File: config.mk
export PLATFORM = sky130hd
export DESIGN_NAME = iesort_cell
export DESIGN_NICKNAME = d
export VERILOG_FILES = /design/src/sv/iesort_pkg.sv /design/src/sv/iesort_cell.sv
export SDC_FILE = /design/constraint.sdc
export NUM_CORES = 1
export LEC_CHECK = 0
export BUFFER_PORTS_ARGS = -buffer_cell sky130_fd_sc_hd__buf_4
export CORE_AREA = 8 8 197 199
export CTS_CLUSTER_SIZE = 24
export DETAILED_ROUTE_END_ITERATION = 10
export DIE_AREA = 0 0 205 207
export HOLD_SLACK_MARGIN = 0.05
export PLACE_DENSITY_LB_ADDON = 0.25
export SETUP_SLACK_MARGIN = 0.3
export SYNTH_ARGS = -nofsm -noshare
export SYNTH_HDL_FRONTEND = slang
export SYNTH_SLANG_ARGS = --single-unit
File: constraint.sdc
create_clock -name clk -period 22.5 [get_ports clk]
set_input_delay 1.125 -clock clk [delete_from_list [all_inputs] [get_ports clk]]
set_output_delay 1.125 -clock clk [all_outputs]
set_load 0.03 [all_outputs]
File: src/sv/iesort_pkg.sv
`timescale 1ns / 1ps
`default_nettype none
// ---------------------------------------------------------------------------
// iesort_pkg
// shared types and constants of the index entry sorter
// ---------------------------------------------------------------------------
package iesort_pkg;

	localparam int CAPACITY_DEF = 64;

	typedef struct packed {
		logic signed [31:0] key;
		logic signed [31:0] record_number;
		logic signed [63:0] byte_position;
		logic               final_entry;
	} in_item_t;

	typedef struct packed {
		logic signed [31:0] sorted_key;
		logic signed [31:0] sorted_record_number;
		logic signed [63:0] sorted_byte_position;
		logic               run_end;
		logic               dropped;
	} out_item_t;

	typedef struct packed {
		logic signed [31:0] key;
		logic signed [31:0] record_number;
		logic signed [63:0] byte_position;
	} entry_t;

	typedef struct packed {
		logic insert;
		logic pop;
	} cell_ctrl_t;

	typedef enum logic {
		ST_LOAD,
		ST_DRAIN
	} state_t;

endpackage
`default_nettype wire

File: src/sv/iesort_cell.sv
`timescale 1ns / 1ps
`default_nettype none
// ---------------------------------------------------------------------------
// iesort_cell
// one slot of the insertion chain: holds an entry, shifts up on insert and
// down on drain
// ---------------------------------------------------------------------------
module iesort_cell (
	input  wire                  clk,
	input  wire                  arst_n,
	input  iesort_pkg::cell_ctrl_t ctrl,
	input  iesort_pkg::entry_t   new_entry,
	input  iesort_pkg::entry_t   prev_entry,
	input  wire                  prev_valid,
	input  wire                  prev_gt,
	input  iesort_pkg::entry_t   next_entry,
	input  wire                  next_valid,
	output iesort_pkg::entry_t   entry,
	output logic                 valid,
	output logic                 gt
);
	import iesort_pkg::*;

	entry_t entry_q;
	logic   valid_q;
	logic   open_slot;

	assign gt        = valid_q && (entry_q.key > new_entry.key);
	assign open_slot = gt || !valid_q;
	assign entry     = entry_q;
	assign valid     = valid_q;

	always_ff @(posedge clk or negedge arst_n) begin
		if (!arst_n) begin
			valid_q <= 1'b0;
		end else if (ctrl.pop) begin
			valid_q <= next_valid;
		end else if (ctrl.insert && open_slot && (prev_gt || prev_valid)) begin
			valid_q <= 1'b1;
		end
	end

	always_ff @(posedge clk) begin
		if (ctrl.pop) begin
			entry_q <= next_entry;
		end else if (ctrl.insert && open_slot) begin
			if (prev_gt) begin
				entry_q <= prev_entry;
			end else if (prev_valid) begin
				entry_q <= new_entry;
			end
		end
	end

endmodule
`default_nettype wire
==> flow_summary.json, run 1 <==
{
  "core_um2": 35900,
  "tritoncts": "done",
  "final_cell_mix": "524 x buf_4, 136 x nand2_1, 131 x o21ai_0",
  "holdBufCountCts": 0,
  "crit_type": "in2out",
  "run_status": "finished, final reports clean",
  "tritoncts_num_sinks": 129,
  "global_route_wire_length_before_repair_um": 45300,
  "routed_via_density": 4.15,
  "gpl.final_weighted_congestion": 0.779,
  "p_leak_nw": 5.83,
  "critical-path-max-stage-delay_ns": 0.63,
  "ioPinCount": 521,
  "worstSetupStartpointType": "input pin",
  "start_util_pct": 20.4,
  "drt-initial-drc-count": 201,
  "postSynthRegisterBits": 129,
  "antenna_violating_nets_post_route": 0,
  "source_to_sink_clock_delay_at_the_later_pin_of_the_worst_skew_pair_ns": 0.42,
  "syn_area_per_cell_um2": 10.8,
  "worst_hold_path_type": "in2async",
  "mostFrequentLayoutCell": "buf_4",
  "globalRouteTotalUtil_pct": 14.0,
  "synth_area_leaders": "edfxtp_1 52%, mux2i_1 17%, o21ai_0 8.9%",
  "timing.critical_path.to_type": "primary output",
  "achievable-frequency_mhz": 230,
  "synth.distinct_cells": 29,
  "crit_path_top_delay_cell": "o41ai_1",
  "crit_path_cell_chain": "buf_4 -> inv_1 -> ha_1 -> a21oi_1 -> o21a_1 -> o22ai_1 -> o41ai_1 -> a21oi_1 -> nor3_1 -> buf_4",
  "die_area_um2": 42400,
  "synth-warning-count": 0,
  "global_route.usage.met1_pct": 15.2,
  "num_rows": 70,
  "final-max-slew-violation-count": 0,
  "detail_route.drc_violations": 0,
  "share_of_post_route_cells_with_drive_strength_above_1_pct": 46.6,
  "postCtsSetupRepairBufs": 0,
  "grt_start_max_net_pins": 108,
  "p_per_area_nw_per_um2": 65.2,
  "worst_ir_drop_vdd_mv": 0.0462,
  "area_growth_pct": 66.5,
  "horiz_die_dim_um": 205,
  "setup_tns_ns": 0,
  "final_hold_violation_count": 0,
  "whs_ns": 0.477,
  "grt_pass1_vias": 7538,
  "critical_path_required_ns": 21.38,
  "timing.critical_path.fanout_max": 3,
  "globalRoute.totalOverflow": 0,
  "fin_skew_ns": 0.0105,
  "die_y_um": 207,
  "routed-via-count": 6898,
  "synth_largest_type_area_fraction_pct": 52.4,
  "worst-slew-pin-transition_ns": 0.998,
  "firstDrtPassIters": 4,
  "post_synth_inst_count": 681,
  "maxCapViolCount": 0,
  "port-buffer-count": 520,
  "synth_sequential_area_ratio_pct": 52.7,
  "number_of_inserted_diodes": 0,
  "h_tree_levels": 4,
  "placed_cell_area_um2": 11700,
  "routed_wl_um": 31100,
  "finalInstanceArea_um2": 12200,
  "arrival_ns": 3.23,
  "setup_ws_ns": 18.14,
  "cts_root_buf": "clkbuf_16",
  "dpl.hpwl_um": 26200,
  "post-place-ws_ns": 17.67,
  "tritoncts.num_buffers": 17,
  "post-route-period-util_pct": 19.4,
  "timing.final.setup_violations": 0,
  "routedWlPerCell_um": 18.7,
  "grtUsageMet2_pct": 25.2,
  "ctsLongestPathBuffers": 2,
  "syn_area_um2": 7330,
  "post-route-min-period_ns": 4.36,
  "grt_antenna_before_repair": 0,
  "cts.repair.resized": 0,
  "mappedNetlistNets": 1104,
  "final_nets": 1606,
  "rsz0062_at_grt": "no",
  "grt.busiest_layer": "met2",
  "worst_slew_margin_rel_pct": 33.4,
  "met3_usage_pct": 5.49,
  "clock_transition_at_path_regs_ns": 0.06,
  "synth_area_leader": "edfxtp_1"
}
[critical path: cells and delay by family]
| kind | cells | cell delay [ns] |
|---|---|---|
| AO/OA/AOI/OAI | 5 | 1.25 |
| buffers and inverters | 3 | 0.34 |
| adder cells (fa/ha/maj) | 1 | 0.32 |
| AND/OR/NAND/NOR | 1 | 0.19 |
[cells in the mapped netlist]
master / number
mux2i_1: 128
ha_1: 32
o21ai_1: 2
nand4_1: 8
a221oi_1: 1
nor3_1: 1
or2_1: 1
nor2b_1: 2
buf_2: 13
nor4_4: 1
nor2_1: 5
a211oi_2: 1
nand2_1: 136
dfrtp_1: 1
nand3_1: 1
o21a_1: 2
o211ai_1: 1
o21ai_0: 131
and4bb_4: 1
a211oi_1: 1
edfxtp_1: 128
inv_1: 33
o22ai_1: 1
a21oi_1: 16
clkbuf_1: 30
o41ai_1: 1
nor4_1: 1
nand2b_1: 1
o31ai_2: 1
[power by group]
part	total (mW)	internal, mW	switching (mW)
clock network	0.240	0.138	0.102
registers	0.314	0.303	0.0110
logic	0.243	0.106	0.137
total	0.797	0.547	0.250
[registers in the layout (all words and copies together) (netlist names)]
signal	count
entry	128
valid	1
[stage by stage]
stage | util (%) | std cells | power (mW)
2_1_floorplan | - | 681 | 0.442
3_3_place_gp | 32.6 | 1632 | 0.565
3_5_place_dp | 32.6 | 1632 | 0.567
4_1_cts | 34.0 | 1663 | 0.813
5_1_grt | 34.0 | 1663 | 0.839
6_report | 34.0 | 1663 | 0.797
[per-layer routing]
layer	part of all wire [%]	routed length, um	vias up
met2	52	16100	264
met5	0	0	-
li1	-	-	3473
met3	8.1	2510	13
met4	1.2	358	0
met1	39	12100	3148
[cells by family after synthesis]
kind of cell	synth area share (%)
AOI/OAI and AO/OA	11.2
adders and majority gates	5.46
and+or+nand+nor	8.97
muxes	17.5
DFF	52.7
buffers and inverters	4.11
[path summary, 6_finish.rpt]
check / cells after the start / end / slack [ns] / from
setup / recovery: 10 / gt / 18.14 / new_entry[107]
hold / removal: 1 / valid / 0.48 / arst_n
setup reg to reg: 8 / entry[60] / 18.58 / entry[107]
hold reg to reg: 2 / valid / 0.64 / valid
max in group asynchronous: 1 / valid / 21.94 / arst_n
min in group clk: 2 / valid / 0.64 / valid
[area by class of cell]
class                           count  area (um2)
Inverter                           33         124
Clock inverter                     12        71.3
Fill cell                        3749       23700
Sequential cell                   129        3870
Timing Repair Buffer              526        3960
Clock buffer                       19         433
Tap cell                          468         586
Multi-Input combinational cell    476        3170
No activity file was read; power rests on OpenSTA's default activity.
==> run 2: changes to the inputs <==
- ABC_AREA: default -> 1
- CORE_AREA: 8 8 197 199 -> 8 8 196 198
- DIE_AREA: 0 0 205 207 -> 0 0 204 206
- clock period: 22.5 -> 3.58 ns (I/O delays scaled with it)
==> flow_summary.json, run 2 <==
{
  "ioPinCount": 521,
  "synth_largest_type_area_fraction_pct": 52.8,
  "wl_met2_um": 18400,
  "routed_via_density": 4.41,
  "routedWlPerCell_um": 19.6,
  "p_leak_nw": 5.78,
  "synth.distinct_cells": 25,
  "tritoncts.num_buffers": 17,
  "antenna_violating_nets_post_route": 0,
  "globalRouteTotalUtil_pct": 16.1,
  "layout.cells.non_filler": 1832,
  "start_util_pct": 20.7,
  "crit_type": "reg2reg",
  "final_cell_mix": "534 x buf_4, 268 x a21oi_1, 163 x nand2_1",
  "clock_power_share_pct": 35.7,
  "clock_transition_at_path_regs_ns": 0.06,
  "ctsLongestPathBuffers": 2,
  "gpl.final_weighted_congestion": 0.881,
  "dpl.cell_count": 1796,
  "tritoncts_num_sinks": 129,
  "postSynthRegisterBits": 129,
  "synth_enable_flop_cells": 128,
  "dpl.hpwl_um": 28900,
  "syn_area_um2": 7280,
  "die_area_um2": 42000,
  "setup_ws_ns": 0.919,
  "die_y_um": 206,
  "detail_route.drc_violations": 0,
  "routed_wl_um": 35900,
  "power.internal_mw": 3.69,
  "worst_slew_margin_rel_pct": 57.7,
  "post_synth_inst_count": 853,
  "swShare_pct": 30.9,
  "maxCapViolCount": 0,
  "mappedNetlistNets": 1276,
  "globalRoute.totalOverflow": 0,
  "mostFrequentLayoutCell": "buf_4",
  "fin_skew_ns": 0.0124,
  "power_frac_comb_pct": 28.2,
  "whs_path_depth": 4,
  "global_route_wire_length_before_repair_um": 51600,
  "run_status": "finished, final reports clean",
  "post-route-period-util_pct": 74.3,
  "placed_cell_area_um2": 11800,
  "postCtsSetupRepairBufs": 0,
  "finalInstanceArea_um2": 12400,
  "source_to_sink_clock_delay_at_the_later_pin_of_the_worst_skew_pair_ns": 0.42,
  "critical_path_required_ns": 3.69,
  "timing.final.setup_violations": 0,
  "post-place-ws_ns": 0.860,
  "area_growth_pct": 70.4,
  "async_flop_share_pct": 0.775,
  "p_per_area_nw_per_um2": 431,
  "timing.critical_path.fanout_max": 46,
  "seqCellArea_um2": 3870,
  "h_tree_levels": 4,
  "worst_ir_drop_vdd_mv": 0.301,
  "tritoncts": "done",
  "drt-initial-drc-count": 418,
  "firstDrtPassIters": 5,
  "detailed_routing_wirelength_on_met1_um": 13300,
  "horiz_die_dim_um": 204,
  "worst-slew-pin-transition_ns": 0.635,
  "min-delay-start": "next_valid",
  "critical_path.reg2reg.endpoint": "entry[77]",
  "num_rows": 69,
  "leading_cell_type_by_number_of_instances_after_synthesis": "a21oi_1",
  "share_of_post_route_cells_with_drive_strength_above_1_pct": 42.5,
  "setup_tns_ns": 0,
  "filler_cell_count": 3683,
  "synth_sequential_area_ratio_pct": 53.1,
  "synthTopCellsByCount": "268 x a21oi_1, 163 x nand2_1, 137 x nor2_1",
  "largest_register_ff_count": 128,
  "p_sw_mw": 1.65,
  "final_core_area_utilization_pct": 35.2,
  "arrival_ns": 2.77,
  "worst_hold_path_type": "in2reg",
  "rsz0062_at_grt": "no",
  "holdPathEnd": "valid",
  "synth_area_leaders": "edfxtp_1 53%, a21oi_1 18%, nand2_1 8.4%",
  "post-route-min-period_ns": 2.66,
  "top_layer_used": "met4",
  "core_um2": 35200,
  "worstSetupStartpointType": "register",
  "crit-reg2reg-launch": "entry[123]",
  "routed-via-count": 8070,
  "final_nets": 1779,
  "grt_pass1_vias": 8409,
  "syn_area_per_cell_um2": 8.54,
  "port-buffer-count": 520,
  "seq_power_share_pct": 36.1,
  "final_hold_violation_count": 0,
  "r2r_cells": 12,
  "synth-warning-count": 0,
  "timing.critical_path.to_type": "register",
  "final-max-slew-violation-count": 0,
  "cts_root_buf": "clkbuf_16",
  "grt_antenna_before_repair": 2,
  "length_of_routed_met3_wiring_um": 3580,
  "synth_area_leader": "edfxtp_1",
  "achievable-frequency_mhz": 376,
  "timing.reg2reg.setup_slack_ns": 0.92,
  "multiInputGateArea_um2": 3050,
  "grt_start_max_net_pins": 69,
  "synth-main-ff-cell": "edfxtp_1"
}
==> run 2: kinds of logic after synthesis <==
logic type / Yosys count / share of synthesized area [%]
DFF: 129 / 53.1
AOI/OAI and AO/OA: 277 / 19.3
and+or+nand+nor: 314 / 16.8
buffers and inverters: 101 / 5.26
adders and majority gates: 32 / 5.50
==> run 2: worst max-delay path by stage <==
| stage | startpoint | endpoint | depth (start not counted) |
|---|---|---|---|
| 4_1_cts | entry[103] | entry[77] | 14 |
| 5_1_grt | entry[103] | entry[49] | 14 |
| 2_1_floorplan | entry[127] | entry[0] | 11 |
| 3_5_place_dp | entry[127] | entry[49] | 12 |
| 3_3_place_gp | entry[123] | entry[49] | 12 |
| 6_report | entry[123] | entry[77] | 12 |
==> run 2: metrics by stage <==
step / power, mW / hold slack, ns
2_1_floorplan: 2.69 / -0.117
3_3_place_gp: 3.48 / -0.0363
3_5_place_dp: 3.49 / -0.0364
4_1_cts: 5.43 / 0.0503
5_1_grt: 5.61 / 0.0584
6_report: 5.35 / 0.0756
==> run 2: power groups by stage <==
stage / Sequential [mW] / Combinational [mW] / Clock, mW
floorplan: 2.29 / 0.398 / 0
global placement: 1.96 / 1.53 / 0
detailed placement: 1.97 / 1.53 / 0
CTS: 1.93 / 1.53 / 1.97
global route: 1.95 / 1.63 / 2.03
finish: 1.93 / 1.51 / 1.91
==> run 2: final cells by class <==
cell class              count  area share (%)
repair buffers            540            33.1
flip-flops and latches    129            31.2
multi-input cells         623            24.5
well taps                 461            4.65
clock buffers              18            3.46
clock inverters            14            1.63
inverters                  45            1.40
diodes                      2          0.0403
==> run 2: metal layers <==
layer / vias up / GRT usage [%]
met3: 24 / 6.30
met4: 0 / 4.55
met1: 3757 / 17.8
met2: 350 / 28.3
met5: - / 0
li1: 3939 / -
==> run 2: timing repair <==
| item | CTS | global route |
|---|---|---|
| hold buffers | 2 | 0 |
| hold endpoints to repair | 2 | 0 |
| gates resized for setup | 0 | 0 |
==> run 2: worst max-delay path: stages, from the launching register on <==
cell	delay [ns]
edfxtp_1	0.39
ha_1	0.32
nand2_1	0.07
nor2_1	0.20
nand2_2	0.11
nor4_4	0.18
nand2_1	0.11
nand3_1	0.10
nand3_2	0.09
nand2_2	0.06
nand2_2	0.09
nand2_8	0.34
buf_12	0.26
